$ cat config.mk
export PLATFORM = sky130hd
export DESIGN_NAME = i2fdq_lane
export DESIGN_NICKNAME = d
export VERILOG_FILES = /design/src/rtl/i2fdq_pkg.sv /design/src/rtl/i2fdq_lane.sv
export SDC_FILE = /design/constraint.sdc
export NUM_CORES = 2
export LEC_CHECK = 0
export ABC_CLOCK_PERIOD_IN_PS = 18850
export BUFFER_PORTS_ARGS = -buffer_cell sky130_fd_sc_hd__buf_2
export CAP_MARGIN = 20
export CORE_ASPECT_RATIO = 2
export CORE_MARGIN = 2
export CORE_UTILIZATION = 40
export DETAILED_ROUTE_END_ITERATION = 16
export GPL_TIMING_DRIVEN = 0
export HOLD_SLACK_MARGIN = 0.03
export PLACE_DENSITY = 0.59
export SETUP_SLACK_MARGIN = 0.05
export SLEW_MARGIN = 0
export SYNTH_ARGS = -nofsm -noshare
export SYNTH_HDL_FRONTEND = slang
export SYNTH_SLANG_ARGS = --single-unit
$ cat constraint.sdc
create_clock -name clk -period 18.85 [get_ports clk]
set_input_delay 3.77 -clock clk [delete_from_list [all_inputs] [get_ports clk]]
set_output_delay 3.77 -clock clk [all_outputs]
set_load 0.02 [all_outputs]
$ cat src/rtl/i2fdq_pkg.sv
// Package for the int32-to-float dequantizer: widths, register indexes,
// IEEE single helpers and the lane control struct. No dependencies.
`default_nettype none
package i2fdq_pkg;
    localparam int CHANNELS_DEF = 256;
    localparam int LANES_DEF = 4;
    localparam int OUT_LANES = 4;
    localparam int WORD_W = 32;
    localparam int CH_W = 8;
    localparam logic [31:0] QNAN_BITS = 32'h7FC0_0000;
    localparam logic [31:0] SCALE_RESET = 32'h3F80_0000;

    typedef enum logic [1:0] {
        REG_PER_CH = 2'd0,
        REG_BIAS_MODE = 2'd1,
        REG_SCALE = 2'd2,
        REG_BIAS = 2'd3
    } reg_idx_t;

    typedef struct packed {
        logic valid;
        logic last;
        logic bias_on;
    } lane_ctl_t;

    // Round-to-nearest-even pack of a normalized magnitude.
    // sig holds the leading one at bit 47 (value = sig * 2^(exp - 47 - 127)).
    // exp is the biased exponent of the leading bit, may be <= 0 or large.
    function automatic logic [31:0] fp_pack(input logic sgn, input logic signed [11:0] exp,
                                            input logic [47:0] sig);
        logic [47:0] s;
        logic signed [11:0] e;
        logic [11:0] sh;
        logic [24:0] m;
        logic g;
        logic st;
        logic [31:0] r;
        begin
            s = sig;
            e = exp;
            if (e < 12'sd1)
            begin
                sh = 12'(12'sd1 - e);
                if (sh > 12'd48)
                    s = {47'd0, |sig};
                else
                    s = (sig >> sh) | {47'd0, |(sig & ~({48{1'b1}} << sh))};
                e = 12'sd0;
            end
            m = {1'b0, s[47:24]};
            g = s[23];
            st = |s[22:0];
            if (g && (st || m[0]))
                m = m + 25'd1;
            if (e == 12'sd0)
            begin
                if (m[23])
                    e = 12'sd1;
            end
            else if (m[24])
            begin
                m = m >> 1;
                e = e + 12'sd1;
            end
            if (e >= 12'sd255)
                r = {sgn, 8'hFF, 23'd0};
            else
                r = {sgn, e[7:0], m[22:0]};
            fp_pack = r;
        end
    endfunction

    // Leading-zero count of a 48-bit word (normalization shift count), 48 for zero.
    function automatic logic [5:0] lz48(input logic [47:0] v);
        logic [5:0] n;
        begin
            n = 6'd48;
            for (int i = 0; i < 48; i++)
            begin
                if (v[i])
                    n = 6'(47 - i);
            end
            lz48 = n;
        end
    endfunction
endpackage
`default_nettype wire

$ cat src/rtl/i2fdq_lane.sv
// One lane: int32 to float, multiply by scale, add bias if enabled, in three registered stages.
// Depends on i2fdq_pkg.
`default_nettype none
module i2fdq_lane
(
    input  wire logic                  clk,
    input  wire logic                  adv,
    input  wire logic signed [31:0]    value,
    input  wire logic [31:0]           scale,
    input  wire logic [31:0]           bias,
    input  wire logic                  bias_on,
    output logic [31:0]                result
);
    import i2fdq_pkg::*;

    // Stage 1: conversion, with scale and bias carried along.
    logic [31:0] x_reg, x_next, s1_reg, b1_reg, b2_reg, p_reg, p_next, r_reg, r_next;
    logic on1_reg, on2_reg;
    logic [31:0] mag;
    logic [47:0] nsig;

    always_comb
    begin
        mag = value[31] ? 32'(-value) : 32'(value);
        nsig = {mag, 16'd0} << lz48({mag, 16'd0});
        if (mag == 32'd0)
            x_next = 32'd0;
        else
            x_next = fp_pack(value[31], 12'(12'sd127 + 12'sd47 - 12'(lz48({mag, 16'd0}))
                                       - 12'sd16), nsig);
    end

    // Stage 2: multiply.
    logic ps;
    logic [7:0] xe, se;
    logic [23:0] xm, sm;
    logic [47:0] prod, pn;
    logic [5:0] lzp;
    always_comb
    begin
        ps = x_reg[31] ^ s1_reg[31];
        xe = x_reg[30:23];
        se = s1_reg[30:23];
        xm = {xe != 8'd0, x_reg[22:0]};
        sm = {se != 8'd0, s1_reg[22:0]};
        prod = xm * sm;
        lzp = lz48(prod);
        pn = prod << lzp;
        if ((xe == 8'hFF && x_reg[22:0] != 23'd0) || (se == 8'hFF && s1_reg[22:0] != 23'd0))
            p_next = QNAN_BITS;
        else if (xe == 8'hFF || se == 8'hFF)
        begin
            if ((xe == 8'hFF && s1_reg[30:0] == 31'd0) || (se == 8'hFF && x_reg[30:0] == 31'd0))
                p_next = QNAN_BITS;
            else
                p_next = {ps, 8'hFF, 23'd0};
        end
        else if (prod == 48'd0)
            p_next = {ps, 31'd0};
        else
            p_next = fp_pack(ps, 12'(12'({4'd0, xe}) + 12'(xe == 8'd0) + 12'({4'd0, se})
                             + 12'(se == 8'd0) - 12'sd127 + 12'sd1 - 12'({6'd0, lzp})), pn);
    end

    // Stage 3: add.
    logic [7:0] ae, be, ea, eb;
    logic [47:0] ma, mb, sa, sb, sum, sn;
    logic [8:0] d;
    logic [5:0] lzs;
    logic big_a, rs;
    logic [31:0] a, b;
    always_comb
    begin
        a = p_reg;
        b = b2_reg;
        ae = a[30:23];
        be = b[30:23];
        r_next = a;
        ma = 48'd0; mb = 48'd0; sa = 48'd0; sb = 48'd0; sum = 48'd0; sn = 48'd0;
        d = 9'd0; lzs = 6'd0; big_a = 1'b0; rs = 1'b0; ea = 8'd0; eb = 8'd0;
        if (on2_reg)
        begin
            if ((ae == 8'hFF && a[22:0] != 23'd0) || (be == 8'hFF && b[22:0] != 23'd0))
                r_next = QNAN_BITS;
            else if (ae == 8'hFF && be == 8'hFF)
                r_next = (a[31] == b[31]) ? a : QNAN_BITS;
            else if (ae == 8'hFF)
                r_next = a;
            else if (be == 8'hFF)
                r_next = b;
            else
            begin
                ea = (ae == 8'd0) ? 8'd1 : ae;
                eb = (be == 8'd0) ? 8'd1 : be;
                big_a = (a[30:0] >= b[30:0]);
                ma = {1'b0, ae != 8'd0, a[22:0], 23'd0};
                mb = {1'b0, be != 8'd0, b[22:0], 23'd0};
                if (big_a)
                begin
                    d = {1'b0, ea} - {1'b0, eb};
                    sa = ma;
                    sb = (d > 9'd47) ? {47'd0, |mb} : ((mb >> d) | {47'd0, |(mb & ~({48{1'b1}} << d))});
                    rs = a[31];
                end
                else
                begin
                    d = {1'b0, eb} - {1'b0, ea};
                    sa = mb;
                    sb = (d > 9'd47) ? {47'd0, |ma} : ((ma >> d) | {47'd0, |(ma & ~({48{1'b1}} << d))});
                    rs = b[31];
                    ea = eb;
                end
                sum = (a[31] == b[31]) ? sa + sb : sa - sb;
                lzs = lz48(sum);
                sn = sum << lzs;
                if (sum == 48'd0)
                    r_next = {a[31] & b[31], 31'd0};
                else
                    r_next = fp_pack(rs, 12'(12'({4'd0, ea}) + 12'sd1 - 12'({6'd0, lzs})), sn);
            end
        end
    end

    always_ff @(posedge clk)
    begin
        if (adv)
        begin
            x_reg <= x_next;
            s1_reg <= scale;
            b1_reg <= bias;
            on1_reg <= bias_on;
            p_reg <= p_next;
            b2_reg <= b1_reg;
            on2_reg <= on1_reg;
            r_reg <= r_next;
        end
    end

    assign result = (r_reg[30:23] == 8'hFF && r_reg[22:0] != 23'd0) ? QNAN_BITS : r_reg;
endmodule
`default_nettype wire

==> impl_summary.txt, run 1 <==
----------------------------------------------------
[Run status]
  Result of the run ... stopped before the end
  Stage reached ... global routing
  First error in the log ... [ERROR GRT-0116] Global routing finished with congestion. Check the congestion regions in the DRC Viewer.

[Synth]
  Cell types occupying the most area after synthesis ... sky130_fd_sc_hd__fa_1, sky130_fd_sc_hd__edfxtp_1, sky130_fd_sc_hd__nand2_1
  Number of enable-type register cells in the synthesized netlist ... between 150 and 200
  Fraction of the yosys area taken by sequential cells ... a little under a tenth
  Post-synthesis instance area ... 64200 um2
  Prevailing post-synth register cell ... sky130_fd_sc_hd__edfxtp_1
  Syn Inst Count ... 8578
  Synthesized flop and latch total ... 194
  Syn_area_per_cell ... 7.49 um2
  Cell type with the highest aggregate area in the netlist ... sky130_fd_sc_hd__fa_1
  Number of different library cells in the post-synthesis netlist ... 139
  Synth Warn # ... 0
  Ys async rst share ... 0%
  Fraction of post-synthesis cell area in the top cell type by area ... 15.4%
  Post-Syn Nets ... around 9500

[Floorplan]
  Number of standard-cell rows in the floorplan ... 208
  Chip Width ... around 290 um
  Vertical die dimension ... 571 um
  Starting Density ... 40.1%
  Top-level I/O count ... 131

[GRT]
  First-pass GRT wire length ... 923000 um
  Total congestion overflow ... 3453
  Total routing resource utilization after global routing ... between 70% and 80%
  Maximum number of pins on one net before global-route repair ... approximately 120
  Vias in the first global route ... 99300

[Placement]
  Final RePlAce weighted congestion ... approximately 1.4
  IO buf count ... 130
  Area after detailed placement ... 68300 um2
  HPWL Detailed ... 393000 um

[Clock tree]
  Maximum count of clock buffers along a single path ... 3
  Root Driver ... sky130_fd_sc_hd__clkbuf_16
  Cts-stage hold buffer count ... 0
  Number of clock sinks ... 194
  TritonCTS Buffers ... 25
  Clock H-tree levels ... 4

----------------------------------------------------
[synthesized netlist by cell type (58+ instances only)]
cell type	instances
sky130_fd_sc_hd__xnor2_1	146
sky130_fd_sc_hd__nand3_1	263
sky130_fd_sc_hd__o211ai_1	120
sky130_fd_sc_hd__inv_1	669
sky130_fd_sc_hd__nor2_1	650
sky130_fd_sc_hd__clkbuf_1	358
sky130_fd_sc_hd__a211oi_1	165
sky130_fd_sc_hd__mux2i_1	185
sky130_fd_sc_hd__buf_2	95
sky130_fd_sc_hd__nor3_1	372
sky130_fd_sc_hd__ha_1	292
sky130_fd_sc_hd__xor2_1	100
sky130_fd_sc_hd__mux2_2	69
sky130_fd_sc_hd__o31ai_1	88
sky130_fd_sc_hd__nand4_1	108
sky130_fd_sc_hd__or3_1	72
sky130_fd_sc_hd__nand2_1	1011
sky130_fd_sc_hd__a31oi_1	111
sky130_fd_sc_hd__and3_1	78
sky130_fd_sc_hd__nand2b_1	58
sky130_fd_sc_hd__o21ai_0	452
sky130_fd_sc_hd__and2_1	279
sky130_fd_sc_hd__o22ai_1	105
sky130_fd_sc_hd__fa_1	494
sky130_fd_sc_hd__a21o_1	76
sky130_fd_sc_hd__o221ai_1	59
sky130_fd_sc_hd__nor4_1	137
sky130_fd_sc_hd__edfxtp_1	194
sky130_fd_sc_hd__a21oi_1	496
sky130_fd_sc_hd__buf_4	62
[layer usage]
layer / track usage [%] / GRT overflow
met5: 19.7 / 6
met4: 83.5 / 942
met3: 55.1 / 29
met2: 99.2 / 2445
met1: 71.4 / 31
[through the flow]
step	cells	util [%]	setup WS (ps)	setup TNS, ps	hold slack, ps
after floorplan	8578	-	1230	0	400
after global placement	10800	42.2	-10020	-544700	400
after detailed placement	10900	42.7	-8240	-483990	405
after CTS	11100	45.5	51.7	0	383
[timing repair]
action | CTS
setup endpoints to repair | 62
buffers inserted | 170
gates resized for setup | 591
pin swaps | 67
[kinds of logic after synthesis]
logic type | count (synthesis) | share of synthesized area, %
AOI/OAI and AO/OA | 2506 | 27.3
xor gates and xnor gates | 254 | 3.59
adders and majority gates | 786 | 21.1
buffers and inverters | 1241 | 8.00
DFF | 194 | 9.07
muxes | 304 | 5.70
and+or+nand+nor | 3293 | 25.2
==> run 2: changes to the inputs <==
==> config.mk (replaced) <==
export PLATFORM = sky130hd
export DESIGN_NAME = i2fdq_lane
export DESIGN_NICKNAME = d
export VERILOG_FILES = /design/src/rtl/i2fdq_pkg.sv /design/src/rtl/i2fdq_lane.sv
export SDC_FILE = /design/constraint.sdc
export NUM_CORES = 2
export LEC_CHECK = 0
export ABC_CLOCK_PERIOD_IN_PS = 24500
export BUFFER_PORTS_ARGS = -buffer_cell sky130_fd_sc_hd__buf_2
export CAP_MARGIN = 20
export CORE_MARGIN = 2
export CORE_UTILIZATION = 25
export DETAILED_ROUTE_END_ITERATION = 16
export GPL_TIMING_DRIVEN = 0
export PLACE_DENSITY_LB_ADDON = 0.15
export SLEW_MARGIN = 0
export SYNTH_ARGS = -nofsm -noshare
export SYNTH_HDL_FRONTEND = slang
export SYNTH_SLANG_ARGS = --single-unit
==> constraint.sdc (replaced) <==
create_clock -name clk -period 24.5 [get_ports clk]
set_input_delay 4.9 -clock clk [delete_from_list [all_inputs] [get_ports clk]]
set_output_delay 4.9 -clock clk [all_outputs]
set_load 0.02 [all_outputs]
==> run 2 against run 1 <==
Compared with the run above: the flow now finishes without violations; synthesized cell count unchanged; area after synthesis unchanged.
==> impl_summary.txt, run 2 <==
----------------------------------------------------
[Clock tree]
  Number of clock sinks ... 194 (unchanged)
  TritonCTS Buffers ... 25 (unchanged)
  Clock H-tree levels ... 4 (unchanged)
  Root Driver ... sky130_fd_sc_hd__clkbuf_16
  Clock tree from TritonCTS ... yes
  Skew-Pair Late Insertion Delay ... 590 ps
  Maximum count of clock buffers along a single path ... 3 (unchanged)
  Cts-stage hold buffer count ... 0 (unchanged)
  Clock transition at the registers of the reported paths ... 100 ps

[Critical path]
  Maximum fanout along the worst path ... 19
  Crit path arrival time ... 24310 ps
  R2R cell count ... between 70 and 80
  Cell occurring most often along the worst timing path ... sky130_fd_sc_hd__ha_1
  Category of the critical setup timing path ... register to register
  Worst setup SP type ... register
  CP peak stage delay ... around 770 ps
  Standard cell with the maximum stage delay on the critical path ... sky130_fd_sc_hd__a2111oi_0
  Critical path endpoint category ... register
  Flop2flop setup slack ... 500 ps
  Worst Path Required ... 24810 ps

[Detailed routing]
  Count of routing violations after the opening detailed-route iteration ... between 8000 and 9000
  DRT Wirelength ... between 400000 and 500000 um
  Number of vias in the routed layout ... about 75000
  DR DRC count ... 0
  Final ANT Viol Nets ... 0
  Average vias per placed instance ... 6.18
  Drt wl/cell ... 34.8 um
  First drt pass iteration count ... 6

[Floorplan]
  Chip Width ... 511 um (+78%)
  Vertical die dimension ... 511 um (-10%)
  Area of the placeable core ... between 200000 and 300000 um2
  Top-level I/O count ... 131 (unchanged)
  Starting Density ... 25.1% (-15 points)
  Area of the die ... 261000 um2
  Number of standard-cell rows in the floorplan ... 186 (-11%)

[Final layout]
  Number of nets in the layout ... 9678
  Multi-input gate area ... between 50000 and 60000 um2
  Area of all placed cells without fillers ... 70600 um2
  Syn-to-layout area delta ... 9.86%
  Ratio of cells with drive above 1 in the final layout ... 8.75%
  Fill cell total of the finished layout ... between 20000 and 30000
  Total area of sequential cells ... just under 6000 um2
  Top library cells by usage in the layout, fill and taps aside ... sky130_fd_sc_hd__nand2_1, sky130_fd_sc_hd__inv_1, sky130_fd_sc_hd__nor2_1
  Number of cells in the finished layout apart from fillers ... 12200
  Most common cell after layout, fill and taps aside ... sky130_fd_sc_hd__nand2_1

[Run status]
  Result of the run ... finished clean

[Placement]
  Cells after DPL ... 12100 (+12%)
  HPWL Detailed ... 350000 um (-11%)
  IO buf count ... 130 (unchanged)
  Final RePlAce weighted congestion ... 1.03 (-26%)
  Area after detailed placement ... 69600 um2 (+1.9%)

[Synth]
  Multiplexer fraction of the synthesized cell area ... 5.70% (unchanged)
  Fraction of the yosys area taken by sequential cells ... 9.07% (unchanged)
  Prevailing post-synth register cell ... sky130_fd_sc_hd__edfxtp_1
  Post-Syn Nets ... 9463 (unchanged)
  Post-synthesis compound-gate area fraction ... 27.3% (unchanged)
  Adder-cell share of the synthesized area ... 21.1% (unchanged)
  Synthesized flop and latch total ... 194 (unchanged)
  Fraction of post-synthesis cell area in the top cell type by area ... 15.4% (unchanged)
  Post-synthesis share of cell area spent on xor and xnor gates ... 3.59% (unchanged)
  Number of enable-type register cells in the synthesized netlist ... 194 (unchanged)
  Synth Warn # ... 0 (unchanged)
  Syn Inst Count ... 8578 (unchanged)
  Number of different library cells in the post-synthesis netlist ... 139 (unchanged)
  Cell type with the highest aggregate area in the netlist ... sky130_fd_sc_hd__fa_1
  Cell types occupying the most area after synthesis ... sky130_fd_sc_hd__fa_1, sky130_fd_sc_hd__edfxtp_1, sky130_fd_sc_hd__nand2_1
  Syn_area_per_cell ... 7.49 um2 (unchanged)
  Post-synthesis instance area ... 64200 um2 (unchanged)
  Cell with the most instances after synthesis ... sky130_fd_sc_hd__nand2_1
  Simple-Gate Fraction of Synth Area ... 25.2% (unchanged)
  Ys async rst share ... 0% (unchanged)
  Dominant combinational cell family by area after synthesis ... compound AO/OA/AOI/OAI gates
  Cell types with the highest counts after synthesis ... sky130_fd_sc_hd__nand2_1, sky130_fd_sc_hd__inv_1, sky130_fd_sc_hd__nor2_1

[Timing]
  Post-route minimum period ... 24000 ps
  Number of failing hold endpoints at the final stage ... 0
  Final Setup Violations ... 0
  Highest Clock Rate ... about 0.042 GHz
  Post-route clock period utilization ... 98.0%
  Final Hold Slack ... 403 ps
  Max-slew violation count ... 0
  Worst max-slew margin expressed relative to the limit ... roughly 11%
  Clock Skew ... 39.8 ps
  Worst Tran Pin Value ... 1330 ps
  RSZ-0062 raised after global routing ... no

[GRT]
  Initial antenna violation count ... 23
  First-pass GRT wire length ... 589000 um
  Vias in the first global route ... 73900
  Total routing resource utilization after global routing ... 31.2%
  Total congestion overflow ... 0
  Maximum number of pins on one net before global-route repair ... 99

[Worst hold path]
  Worst hold path cell count ... 0
  Class of the most critical hold timing path ... register to register

[Job]
  Max Cap Viol ... 0

----------------------------------------------------
==> run 2: worst max-delay path: cells and delay by family (launching register included) <==
family | cells | cell delay [ps]
AOI/OAI and AO/OA | 26 | 7980
xor gates and xnor gates | 2 | 700
adders and majority gates | 7 | 2110
buffers and inverters | 21 | 5760
DFF | 1 | 610
and+or+nand+nor | 23 | 6440
==> run 2: what timing repair did <==
item,in CTS,in global routing
setup buffers,0,5
setup endpoints to repair,62,62
gates resized for setup,23,61
pin swaps,0,1
==> run 2: layout make-up <==
cell class,instances,share of cell area (%)
Buffer,553,3.69
Timing Repair Buffer,193,1.65
Antenna cell,8,0.0284
Multi-Input combinational cell,7143,75.8
Sequential cell,194,8.25
Clock buffer,27,0.897
Tap cell,3384,6.00
Inverter,683,3.64
Clock inverter,6,0.0532
==> run 2: cell families after synthesis <==
| kind of cell | count (synthesis) |
|---|---|
| mux | 304 |
| compound gates | 2506 |
| xor+xnor | 254 |
| flops | 194 |
| fa+ha+maj | 786 |
| buf+inv | 1241 |
| simple gates | 3293 |
==> run 2: routing by layer <==
layer | part of all wire, % | global-route usage, % | vias up
met5 | 0.025 | 0 | -
met4 | 6.8 | 17.4 | 16
met3 | 7.8 | 5.34 | 1045
met2 | 45 | 49.9 | 4309
met1 | 41 | 39.8 | 38000
li1 | - | - | 32000
==> run 2: stage by stage <==
stage	utilization, %	setup TNS, ps	setup WS [ps]
6_report	27.5	0	496
5_1_grt	27.5	0	4.08
4_1_cts	27.5	0	36.6
3_5_place_dp	27.2	-57300	-1630
3_3_place_gp	27.0	-101980	-1850
2_1_floorplan	-	0	6880
==> run 2: final timing paths <==
check                  startpoint            endpoint
max           a[25]$_SDFFCE_PP1P_  r_reg[0]$_DFFE_PP_
min          b1_reg[16]$_DFFE_PP_     b[16]$_DFFE_PP_
max reg2reg   a[25]$_SDFFCE_PP1P_  r_reg[0]$_DFFE_PP_
min reg2reg  b1_reg[16]$_DFFE_PP_     b[16]$_DFFE_PP_
Power of run 2 is left out: the tool's default activity adds up to more than one toggle a clock period on the data nets, which glitch-free logic cannot reach.
